[src/rgbpfc_pkg.sv]
// Shared types, format codes and arithmetic constants for the RGB24 pixel
// format converter. No dependencies; used by every module in src/.
`default_nettype none

package rgbpfc_pkg;

   // Output format codes held in the format register
   typedef enum logic [2:0] {
      FMT_YUY2   = 3'd0,
      FMT_UYVY   = 3'd1,
      FMT_RGB32  = 3'd2,
      FMT_RGB565 = 3'd3,
      FMT_RGB555 = 3'd4
   } fmt_type;

   localparam int unsigned FMT_W  = 3;
   localparam int unsigned COMP_W = 8;    // one color or YUV component
   localparam int unsigned HUND_W = 15;   // value scaled by 100, always below 32768
   localparam int unsigned QUO_W  = 9;    // value / 100, at most 260

   // Conversion coefficients in hundredths
   localparam logic [HUND_W-1:0] KY_R   = 15'd29;
   localparam logic [HUND_W-1:0] KY_G   = 15'd59;
   localparam logic [HUND_W-1:0] KY_B   = 15'd14;
   localparam logic [HUND_W-1:0] KU_R   = 15'd14;
   localparam logic [HUND_W-1:0] KU_G   = 15'd29;
   localparam logic [HUND_W-1:0] KU_B   = 15'd43;
   localparam logic [HUND_W-1:0] KV_R   = 15'd36;
   localparam logic [HUND_W-1:0] KV_G   = 15'd29;
   localparam logic [HUND_W-1:0] KV_B   = 15'd7;
   localparam logic [HUND_W-1:0] OFFSET = 15'd12800;

   // Clamp limits
   localparam logic [QUO_W-1:0] Y_MAX = 9'd235;
   localparam logic [QUO_W-1:0] C_MAX = 9'd240;

   // floor(x / 100) = (x * 5243) >> 19, exact for x below 32768
   localparam int unsigned     RECIP_W     = 13;
   localparam logic [RECIP_W-1:0] RECIP_100 = 13'd5243;
   localparam int unsigned     RECIP_SHIFT = 19;
   localparam int unsigned     PROD_W      = HUND_W + RECIP_W;

   // Input request payload
   typedef struct packed {
      logic [COMP_W-1:0] red;
      logic [COMP_W-1:0] green;
      logic [COMP_W-1:0] blue;
      logic              row_end;
   } req_type;

   // Result payload
   typedef struct packed {
      logic [31:0] pixel_word;
      logic        row_done;
   } rsp_type;

   // Middle pipeline stage: hundredths-scaled YUV plus the source pixel
   typedef struct packed {
      logic [HUND_W-1:0] y100;
      logic [HUND_W-1:0] u100;
      logic [HUND_W-1:0] v100;
      req_type           pix;
   } hund_type;

   // Divide a hundredths value by 100 with truncation
   function automatic logic [QUO_W-1:0] div100(input logic [HUND_W-1:0] x);
      logic [PROD_W-1:0] prod;
      prod = PROD_W'(x) * PROD_W'(RECIP_100);
      return prod[RECIP_SHIFT +: QUO_W];
   endfunction

   // Clamp a quotient to an upper limit
   function automatic logic [COMP_W-1:0] clamp_hi(input logic [QUO_W-1:0] q,
                                                  input logic [QUO_W-1:0] hi);
      logic [QUO_W-1:0] c;
      c = (q > hi) ? hi : q;
      return c[COMP_W-1:0];
   endfunction

endpackage

`default_nettype wire

[src/rgbpfc_csc.sv]
// Color space sums: Y, U and V of one pixel scaled by 100.
// Depends on rgbpfc_pkg.
`default_nettype none

module rgbpfc_csc (
   input  wire  rgbpfc_pkg::req_type  pix,
   output rgbpfc_pkg::hund_type       hund
);

   logic [rgbpfc_pkg::HUND_W-1:0] r_w, g_w, b_w;

   assign r_w = rgbpfc_pkg::HUND_W'(pix.red);
   assign g_w = rgbpfc_pkg::HUND_W'(pix.green);
   assign b_w = rgbpfc_pkg::HUND_W'(pix.blue);

   // U and V stay positive over the full input range, so the 15-bit
   // wrap-around sums land on the exact value
   always_comb begin
      hund.y100 = rgbpfc_pkg::KY_R * r_w + rgbpfc_pkg::KY_G * g_w
                + rgbpfc_pkg::KY_B * b_w;
      hund.u100 = rgbpfc_pkg::OFFSET + rgbpfc_pkg::KU_B * b_w
                - rgbpfc_pkg::KU_R * r_w - rgbpfc_pkg::KU_G * g_w;
      hund.v100 = rgbpfc_pkg::OFFSET + rgbpfc_pkg::KV_R * r_w
                - rgbpfc_pkg::KV_G * g_w - rgbpfc_pkg::KV_B * b_w;
      hund.pix  = pix;
   end

endmodule

`default_nettype wire

[src/rgbpfc_pack.sv]
// Scale-down, clamp, YUV pairing and output word packing, with the pair
// latch. Depends on rgbpfc_pkg.
`default_nettype none

module rgbpfc_pack (
   input  wire                              clock,
   input  wire                              reset,
   input  wire                              adv,        // stage hands its pixel on
   input  wire                              cfg_clear,  // format register written
   input  wire  [rgbpfc_pkg::FMT_W-1:0]     format,
   input  wire  rgbpfc_pkg::hund_type       hund,
   output logic                             emit,
   output rgbpfc_pkg::rsp_type              rsp
);

   logic                            pair_half_ff, pair_half_in;
   logic [rgbpfc_pkg::COMP_W-1:0]   held_luma_ff, held_luma_in;
   logic [rgbpfc_pkg::COMP_W-1:0]   held_cb_ff, held_cb_in;
   logic [rgbpfc_pkg::COMP_W-1:0]   held_cr_ff, held_cr_in;
   logic [rgbpfc_pkg::COMP_W-1:0]   y, u, v, cu, cv;
   logic [rgbpfc_pkg::COMP_W:0]     sum_u, sum_v;
   logic                            yuv_mode;

   // Divide by 100 and clamp
   assign y = rgbpfc_pkg::clamp_hi(rgbpfc_pkg::div100(hund.y100), rgbpfc_pkg::Y_MAX);
   assign u = rgbpfc_pkg::clamp_hi(rgbpfc_pkg::div100(hund.u100), rgbpfc_pkg::C_MAX);
   assign v = rgbpfc_pkg::clamp_hi(rgbpfc_pkg::div100(hund.v100), rgbpfc_pkg::C_MAX);

   // Floor average of the pair's chroma
   assign sum_u = {1'b0, held_cb_ff} + {1'b0, u};
   assign sum_v = {1'b0, held_cr_ff} + {1'b0, v};
   assign cu    = sum_u[rgbpfc_pkg::COMP_W:1];
   assign cv    = sum_v[rgbpfc_pkg::COMP_W:1];

   assign yuv_mode = (format == rgbpfc_pkg::FMT_YUY2) || (format == rgbpfc_pkg::FMT_UYVY);

   // Output word for the current format
   always_comb begin
      rsp.row_done = hund.pix.row_end;
      case (format)
         rgbpfc_pkg::FMT_YUY2:   rsp.pixel_word = {cv, y, cu, held_luma_ff};
         rgbpfc_pkg::FMT_UYVY:   rsp.pixel_word = {y, cv, held_luma_ff, cu};
         rgbpfc_pkg::FMT_RGB32:  rsp.pixel_word = {8'h00, hund.pix.red,
                                                   hund.pix.green, hund.pix.blue};
         rgbpfc_pkg::FMT_RGB565: rsp.pixel_word = {16'h0000, hund.pix.red[7:3],
                                                   hund.pix.green[7:2], hund.pix.blue[7:3]};
         rgbpfc_pkg::FMT_RGB555: rsp.pixel_word = {16'h0000, 1'b0, hund.pix.red[7:3],
                                                   hund.pix.green[7:3], hund.pix.blue[7:3]};
         default:                rsp.pixel_word = '0;
      endcase
   end

   // Pair tracking and emit decision
   always_comb begin
      emit         = 1'b0;
      pair_half_in = pair_half_ff;
      held_luma_in = held_luma_ff;
      held_cb_in   = held_cb_ff;
      held_cr_in   = held_cr_ff;
      if (adv) begin
         case (format)
            rgbpfc_pkg::FMT_YUY2, rgbpfc_pkg::FMT_UYVY: begin
               if (pair_half_ff) begin
                  pair_half_in = 1'b0;
                  emit         = 1'b1;
               end else if (!hund.pix.row_end) begin
                  // first of pair: latch it
                  pair_half_in = 1'b1;
                  held_luma_in = y;
                  held_cb_in   = u;
                  held_cr_in   = v;
               end else begin
                  // odd last pixel of the row is dropped
                  pair_half_in = 1'b0;
               end
            end
            rgbpfc_pkg::FMT_RGB32, rgbpfc_pkg::FMT_RGB565, rgbpfc_pkg::FMT_RGB555: begin
               pair_half_in = 1'b0;
               emit         = 1'b1;
            end
            default: begin
               pair_half_in = 1'b0;
            end
         endcase
      end
      if (cfg_clear) begin
         pair_half_in = 1'b0;
      end
   end

   // Pair flag
   always_ff @(posedge clock) begin
      if (reset) begin
         pair_half_ff <= 1'b0;
      end else begin
         pair_half_ff <= pair_half_in;
      end
   end

   // Held first-of-pair values; only read while the pair flag is set
   always_ff @(posedge clock) begin
      held_luma_ff <= held_luma_in;
      held_cb_ff   <= held_cb_in;
      held_cr_ff   <= held_cr_in;
   end

   // A format write always discards a half-filled pair
   a_cfg_clears_pair: assert property (@(posedge clock) disable iff (reset)
      cfg_clear |=> !pair_half_ff)
      else $error("pair flag survived a format write");

   // RGB and unused formats never leave a pair open
   a_rgb_no_pair: assert property (@(posedge clock) disable iff (reset)
      adv && !yuv_mode |=> !pair_half_ff)
      else $error("pair flag set outside YUV formats");

   // A YUV word is only produced on the second pixel of a pair
   a_yuv_emit_second: assert property (@(posedge clock) disable iff (reset)
      emit && yuv_mode |-> pair_half_ff)
      else $error("YUV word emitted without a held first pixel");

endmodule

`default_nettype wire

[src/rgb24_pixel_format_converter_unit.sv]
// Top level of the RGB24 pixel format converter: handshake, pipeline
// registers and the format register. Depends on rgbpfc_pkg, rgbpfc_csc and
// rgbpfc_pack.
//
// Usage:
//   req_*  carries one RGB888 source pixel per request with a row-end flag.
//   rsp_*  carries one 32-bit display word; row_done marks the row's last word.
//   csr_*  writes the output format (YUY2, UYVY, RGB32, RGB565, RGB555);
//          a write also drops any half-built YUV pair. Write only while idle.
// Pipeline: input register, sums register (Y/U/V scaled by 100), result
//   register. An accepted request passes through them in that order and
//   shows its word on rsp_* from the result register.
// Throughput: one request per cycle when not stalled. RGB formats give one
//   word per request; YUV formats give one word per two requests, and an
//   odd last pixel of a row gives none. Codes 5 to 7 swallow every request.
// Stalls: when rsp_ready is low the result register holds its word and each
//   stage behind it fills in turn; req_ready drops only once all three
//   registers are full. Stages move independently, so a bubble is squeezed
//   out without losing a cycle.
// Reset: synchronous, active high; empties the pipeline, selects YUY2 and
//   clears the pair flag.
`default_nettype none

module rgb24_pixel_format_converter_unit (
   input  wire                                  clock,
   input  wire                                  reset,
   input  wire                                  req_valid,
   output logic                                 req_ready,
   input  wire  rgbpfc_pkg::req_type            req_data,
   output logic                                 rsp_valid,
   input  wire                                  rsp_ready,
   output rgbpfc_pkg::rsp_type                  rsp_data,
   input  wire                                  csr_wr_en,
   input  wire  [rgbpfc_pkg::FMT_W-1:0]         csr_wr_data
);

   logic [rgbpfc_pkg::FMT_W-1:0] format_ff, format_in;
   rgbpfc_pkg::req_type          s1_ff, s1_in;
   logic                         s1_valid_ff, s1_valid_in;
   rgbpfc_pkg::hund_type         s2_ff, s2_in, hund;
   logic                         s2_valid_ff, s2_valid_in;
   rgbpfc_pkg::rsp_type          rsp_ff, rsp_in, pack_rsp;
   logic                         rsp_valid_ff, rsp_valid_in;
   logic                         out_free, s2_free, s2_adv, s1_adv, req_acc, emit;

   // Stage flow control
   assign out_free  = !rsp_valid_ff || rsp_ready;
   assign s2_adv    = s2_valid_ff && out_free;
   assign s2_free   = !s2_valid_ff || out_free;
   assign s1_adv    = s1_valid_ff && s2_free;
   assign req_ready = !s1_valid_ff || s2_free;
   assign req_acc   = req_valid && req_ready;

   // Color space sums between input and middle registers
   rgbpfc_csc u_csc (
      .pix  (s1_ff),
      .hund (hund)
   );

   // Scale, pair and pack between middle and result registers
   rgbpfc_pack u_pack (
      .clock     (clock),
      .reset     (reset),
      .adv       (s2_adv),
      .cfg_clear (csr_wr_en),
      .format    (format_ff),
      .hund      (s2_ff),
      .emit      (emit),
      .rsp       (pack_rsp)
   );

   // Next-state values for all stages
   always_comb begin
      format_in    = csr_wr_en ? csr_wr_data : format_ff;
      s1_in        = req_acc ? req_data : s1_ff;
      s1_valid_in  = req_acc || (s1_valid_ff && !s1_adv);
      s2_in        = s1_adv ? hund : s2_ff;
      s2_valid_in  = s2_free ? s1_valid_ff : s2_valid_ff;
      rsp_in       = (s2_adv && emit) ? pack_rsp : rsp_ff;
      rsp_valid_in = out_free ? (s2_adv && emit) : rsp_valid_ff;
   end

   // Control registers
   always_ff @(posedge clock) begin
      if (reset) begin
         format_ff    <= rgbpfc_pkg::FMT_YUY2;
         s1_valid_ff  <= 1'b0;
         s2_valid_ff  <= 1'b0;
         rsp_valid_ff <= 1'b0;
      end else begin
         format_ff    <= format_in;
         s1_valid_ff  <= s1_valid_in;
         s2_valid_ff  <= s2_valid_in;
         rsp_valid_ff <= rsp_valid_in;
      end
   end

   // Payload registers
   always_ff @(posedge clock) begin
      s1_ff  <= s1_in;
      s2_ff  <= s2_in;
      rsp_ff <= rsp_in;
   end

   assign rsp_valid = rsp_valid_ff;
   assign rsp_data  = rsp_ff;

   // A new result only comes from a pixel that sat in the middle stage
   a_rsp_from_s2: assert property (@(posedge clock) disable iff (reset)
      $rose(rsp_valid_ff) |-> $past(s2_valid_ff))
      else $error("result appeared without a middle-stage pixel");

   // A blocked input stage keeps its pixel
   a_s1_hold: assert property (@(posedge clock) disable iff (reset)
      s1_valid_ff && !s2_free |=> s1_valid_ff && $stable(s1_ff))
      else $error("input stage lost a pixel while blocked");

   // Input is only refused when every stage is full
   a_ready_full: assert property (@(posedge clock) disable iff (reset)
      !req_ready |-> s1_valid_ff && s2_valid_ff && rsp_valid_ff)
      else $error("request refused with room in the pipeline");

endmodule

`default_nettype wire

[config.mk]
export PLATFORM = sky130hd
export DESIGN_NAME = rgb24_pixel_format_converter_unit
export DESIGN_NICKNAME = d
export VERILOG_FILES = /design/src/rgbpfc_pkg.sv /design/src/rgbpfc_csc.sv /design/src/rgbpfc_pack.sv /design/src/rgb24_pixel_format_converter_unit.sv
export SDC_FILE = /design/constraint.sdc
export NUM_CORES = 1
export LEC_CHECK = 0
export BUFFER_PORTS_ARGS = -buffer_cell sky130_fd_sc_hd__buf_2
export CAP_MARGIN = 30
export CORE_ASPECT_RATIO = 0.7
export CORE_MARGIN = 2
export CORE_UTILIZATION = 35
export DETAILED_ROUTE_END_ITERATION = 10
export GPL_TIMING_DRIVEN = 0
export HOLD_SLACK_MARGIN = 0.06
export PLACE_DENSITY = 0.6
export SLEW_MARGIN = 30
export SYNTH_ARGS = -nofsm -noshare
export SYNTH_HDL_FRONTEND = slang
export SYNTH_SLANG_ARGS = --single-unit
[constraint.sdc]
create_clock -name clock -period 14.65 [get_ports clock]
set_clock_uncertainty 0.1 [all_clocks]
set_input_delay 0 -clock clock [delete_from_list [all_inputs] [get_ports clock]]
set_output_delay 0 -clock clock [all_outputs]
set_load 0.05 [all_outputs]
==> impl_metrics.json, run 1 <==
{
  "outcome": "completed",
  "slew_headroom_pct": 40.8,
  "grt_first_pass_wirelength_um": 95300,
  "worstReg2RegStart": "s2_ff[40]",
  "worstPathArrival_ps": 8630,
  "cts-htree-levels": 4,
  "endpoint_kind": "flop",
  "global_route.usage.total_pct": 17.0,
  "cts_setup_buffers": 0,
  "antenna_found_initial": 1,
  "ys_seq_elements": 158,
  "cp_top_family": "adder cells",
  "post-route-min-period_ps": 8490,
  "critical-path-slowest-cell": "edfxtp_1",
  "pre_cts_ws_ps": 6380,
  "cts_tree": "done",
  "cts_inserted_buffers": 17,
  "grt_pass1_vias": 17400,
  "required_ps": 14790,
  "dr.pass1.iters": 5,
  "yosysSeqAreaShare_pct": 19.1,
  "setup_slack_ps": 6160,
  "path_common_cell": "fa_1",
  "rsz0062_at_grt": "no",
  "globalRouteOverflowTotal": 0,
  "synth_top_area_share_pct": 25.7,
  "die-height_um": 225,
  "finalHoldViolCount": 0,
  "synth_edf_count": 151,
  "ios": 68,
  "dpl.hpwl_um": 51300,
  "clock-sinks": 158,
  "routabilityCongestion": 0.900,
  "reg2reg_slack_ps": 6160,
  "cts-root-buf": "clkbuf_16",
  "rows": 81,
  "syn_area_mm2": 0.0245,
  "viasPerCell": 4.87,
  "finalSetupViolations": 0,
  "ys.warnings.count": 0,
  "cp_max_fo": 9,
  "clk_latency_ps": 460,
  "tightestPinTransition_ps": 866,
  "grt_max_degree": 26,
  "holdBufCountCts": 38,
  "cts-resized-gates": 0,
  "layout.nets": 3350,
  "start_kind": "flop",
  "r2r_end": "rsp_data[14]",
  "wl_per_cell_um": 17.2,
  "port_buffers": 67,
  "fmax_mhz": 118,
  "area_growth_syn_to_layout_pct": 11.0,
  "hp-class": "input pin to flop",
  "final_antenna_net_count": 0,
  "synthCells": 2378,
  "crit_type": "flop to flop",
  "final_util_pct": 39.1,
  "fin_crit_sh_pct": 57.9,
  "crit_path_end": "rsp_data[14]",
  "drive_above_1_share_pct": 6.10,
  "worst_path_largest_cell_delay_ps": 750,
  "die_area_mm2": 0.0722,
  "tns_ps": 0,
  "crit_buf_inv": 2,
  "drtIter0Drc": 1026,
  "cp-startpoint": "s2_ff[40]",
  "yosys-top-cells-area": "ha_1 (26%), fa_1 (25%), edfxtp_1 (19%)",
  "yosys_most_used_dff": "edfxtp_1",
  "initial_core_util_pct": 35.2,
  "drc_errors": 0,
  "routed_wl_um": 59100,
  "yosysTopAreaCell": "ha_1",
  "critical_path_depth": 28,
  "synth_common_cells": "inv_1 (591), ha_1 (503), fa_1 (301), edfxtp_1 (151), a21oi_1 (132)",
  "via_count": 16800,
  "clockBufferDepth": 2,
  "reg2regPathDepth": 28,
  "synth.most_common_cell": "inv_1",
  "yosysUniqueCellTypes": 86,
  "die_width_um": 320,
  "clk_pin_slew_ps": 80,
  "synth_fp_nets": 3215,
  "maxCapViolCount": 0,
  "core_mm2": 0.0695,
  "syn_area_per_cell_um2": 10.3,
  "ys_async_sr_fraction_pct": 0,
  "slew_viol_final": 0
}
per-stage QoR:
stage | cells | hold WS, ps | area [µm²]
floorplan | 2378 | -30.9 | 24500
global placement | 3358 | 81.8 | 26000
detailed placement | 3369 | 86.5 | 26200
CTS | 3439 | 138 | 27200
global route | 3440 | 158 | 27200
finish | 3440 | 161 | 27200
logic make-up after synthesis:
logic type | count (synthesis) | share of synthesized area, %
mux | 18 | 0.863
simple gates | 288 | 5.73
compound gates | 381 | 10.4
buf+inv | 612 | 9.42
xor+xnor | 117 | 4.18
fa+ha+maj | 804 | 50.3
flops | 158 | 19.1
layout make-up:
type / count / area (µm²)
fillers: 6772 / 42300
multi-input cells: 1608 / 17600
flip-flops and latches: 158 / 4670
inverters: 592 / 2220
well taps: 913 / 1140
repair buffers: 116 / 881
clock buffers: 17 / 425
clock inverters: 15 / 188
plain buffers: 20 / 85.1
diodes: 1 / 2.50
flip-flops by register name, indices dropped and copies added (netlist names):
name,count
u_pack.held_luma_ff,8
u_pack.held_cb_ff,8
s2_valid_ff,1
u_pack.pair_half_ff,1
rsp_data,33
u_pack.held_cr_ff,8
s2_ff,69
s1_ff,25
rsp_valid,1
format_ff,3
s1_valid_ff,1
layout by cell type (no fill, tap or decap), drive strengths merged, types with 6 or more instances in the layout:
cell / synthesis / layout
xor2: 35 / 35
nor2b: 15 / 15
a21oi: 132 / 132
nand4: 7 / 7
and3: 8 / 8
nor3b: 6 / 6
inv: 592 / 600
fa: 301 / 301
o21a: 12 / 12
a31oi: 15 / 15
clkinv: 0 / 6
o211ai: 11 / 11
a2111oi: 6 / 6
nand2: 75 / 75
nand2b: 14 / 14
mux2i: 14 / 14
nand3: 22 / 22
o21bai: 30 / 30
and2: 10 / 10
buf: 7 / 85
edfxtp: 151 / 151
ha: 503 / 503
a21o: 36 / 36
o21ai: 62 / 62
dfxtp: 7 / 7
or3: 7 / 7
o31ai: 6 / 6
xnor2: 82 / 82
nor3: 15 / 15
nor2: 88 / 88
a211oi: 12 / 12
dlygate4sd3: 0 / 38
clkbuf: 13 / 30
per-layer routing:
layer	vias up	track usage, %	share of wire [%]
met5	-	0	0
met4	0	2.73	0.98
met3	33	3.15	5.4
met2	358	24.7	41
met1	8216	26.3	52
li1	8144	-	-
worst reg2reg max path, delay by kind of cell (launching register included):
family                   cells  cell delay [ps]
adder cells (fa/ha/maj)      7             2850
AO/OA/AOI/OAI               11             2600
XOR/XNOR                     1              170
flip-flops                   1              750
AND/OR/NAND/NOR              7             1420
buffers and inverters        2              380
worst min-delay path by stage:
| stage | startpoint | to | slack (ps) | depth (start not counted) |
|---|---|---|---|---|
| after floorplan | reset | s1_valid_ff | -30 | 1 |
| after global placement | req_data[0] | s1_ff[0] | 80 | 1 |
| after detailed placement | req_data[13] | s1_ff[13] | 90 | 1 |
| after CTS | req_data[0] | s1_ff[0] | 140 | 2 |
| after global routing | req_data[13] | s1_ff[13] | 160 | 2 |
| final | req_data[21] | s1_ff[21] | 160 | 2 |
Power of run 1 is left out: the tool's default activity adds up to more than one toggle a clock period on the data nets, which glitch-free logic cannot reach.
==> run 2: changes to the inputs <==
- clock period: 14.65 -> 7.85 ns (I/O delays scaled with it)
==> run 2 against run 1 <==
Wire length increased by 2.0%; highest routed layer unchanged; first-iteration DRC count fell by 1.1%; global-route usage up 0.12 points; sequential share of layout area down 0.44 points; clock-buffer cell count is the same.
==> impl_metrics.json, run 2 (synthesized netlist as in run 1, its figures left out) <==
{
  "cp_max_fo": 5,
  "slew_headroom_pct": 41.6,
  "pre_cts_ws_ps": -423,
  "critical-path-slowest-cell": "fa_1",
  "ios": 68,
  "finalHoldViolCount": 0,
  "dr.pass1.iters": 5,
  "busiest_layer": "met1",
  "viasPerCell": 4.86,
  "drtIter0Drc": 1015,
  "final_cell_mix": "inv_1 (591), ha_1 (492), fa_1 (300)",
  "area_growth_syn_to_layout_pct": 13.9,
  "hold_path_startpoint": "req_data[21]",
  "routabilityCongestion": 0.900,
  "final_antenna_net_count": 0,
  "cts_tree": "done",
  "global_route.usage.total_pct": 17.1,
  "worst_path_largest_cell_delay_ps": 580,
  "dp_cells": 3369,
  "port_buffers": 67,
  "reg2reg_slack_ps": 180,
  "grt_first_pass_wirelength_um": 96000,
  "rows": 81,
  "wl_per_cell_um": 17.3,
  "crit_path_end": "rsp_data[14]",
  "clk_pin_slew_ps": 80,
  "grt_max_degree": 26,
  "core_mm2": 0.0695,
  "worstPathArrival_ps": 7880,
  "cts_inserted_buffers": 17,
  "start_kind": "flop",
  "largest_reg_flops": 69,
  "post-route-min-period_ps": 7670,
  "required_ps": 8060,
  "die_width_um": 320,
  "dpl.hpwl_um": 51300,
  "setup_slack_ps": 182,
  "final_common_cell": "inv_1",
  "maxCapViolCount": 0,
  "endpoint_kind": "flop",
  "slew_viol_final": 0,
  "globalRouteOverflowTotal": 0,
  "top_register": "s2_ff",
  "cp-startpoint": "s2_ff[49]",
  "initial_core_util_pct": 35.2,
  "cts-htree-levels": 4,
  "hold_ws_ps": 162,
  "via_count": 17000,
  "grt_use_met2_pct": 25.0,
  "grt_util_met3_pct": 3.28,
  "outcome": "completed",
  "use_met1_pct": 26.3,
  "clock-sinks": 158,
  "die_area_mm2": 0.0722,
  "layout.nets": 3402,
  "antenna_found_initial": 1,
  "drc_errors": 0,
  "r2r_end": "rsp_data[14]",
  "drive_above_1_share_pct": 9.54,
  "tightestPinTransition_ps": 854,
  "final_cells": 3492,
  "fin_crit_sh_pct": 97.7,
  "multiInputGateArea_mm2": 0.0179,
  "routed_wl_um": 60300,
  "num-fill-cells": 6700,
  "grt_pass1_vias": 17600,
  "crit_type": "flop to flop",
  "clk_latency_ps": 460,
  "hp-class": "input pin to flop",
  "clockBufferDepth": 2,
  "fmax_mhz": 130,
  "tns_ps": 0,
  "die-height_um": 225,
  "worstReg2RegStart": "s2_ff[49]",
  "reg2regPathDepth": 30,
  "cts-root-buf": "clkbuf_16",
  "final-seq-area_mm2": 0.00467,
  "finalSetupViolations": 0
}
-- run 2: how the worst min path moves through the flow --
stage	endpoint	slack [ps]	cells after the start
floorplan	s1_valid_ff	-30	1
global placement	s1_ff[0]	80	1
detailed placement	s1_ff[13]	90	1
CTS	s1_ff[0]	140	2
global route	s1_ff[13]	160	2
finish	s1_ff[21]	160	2
-- run 2: final cells by class --
| cell class | instances | share of cell area (%) |
|---|---|---|
| Inverter | 592 | 7.97 |
| Clock inverter | 15 | 0.673 |
| Clock buffer | 17 | 1.53 |
| Multi-Input combinational cell | 1608 | 64.1 |
| Tap cell | 913 | 4.10 |
| Timing Repair Buffer | 168 | 4.58 |
| Antenna cell | 1 | 0.00897 |
| Sequential cell | 158 | 16.8 |
| Buffer | 20 | 0.305 |
-- run 2: metrics by stage --
step	utilization (%)	cell area (µm²)
3_5_place_dp	37.7	26200
5_1_grt	40.1	27900
6_report	40.1	27900
4_1_cts	39.4	27400
2_1_floorplan	-	24500
3_3_place_gp	37.4	26000
-- run 2: what timing repair did --
action / CTS / global route
setup endpoints to repair: 5 / 18
pin swaps: 4 / 34
setup buffers: 22 / 30
hold buffers: 38 / 0
gates resized for setup: 9 / 47
endpoints found under the hold margin: 42 / 0
-- run 2: critical path: cells and delay by family, from the launching register on --
family | cells | cell delay (ps)
buf+inv | 4 | 440
flops | 1 | 480
compound gates | 13 | 2810
simple gates | 5 | 610
fa+ha+maj | 7 | 2910
xor+xnor | 1 | 160
-- run 2: per-layer routing --
layer / vias up / part of all wire, %
li1: 8256 / -
met1: 8337 / 52
met2: 348 / 42
met3: 36 / 5.3
met4: 0 / 0.96
met5: - / 0
Power of run 2 is left out for the same reason.
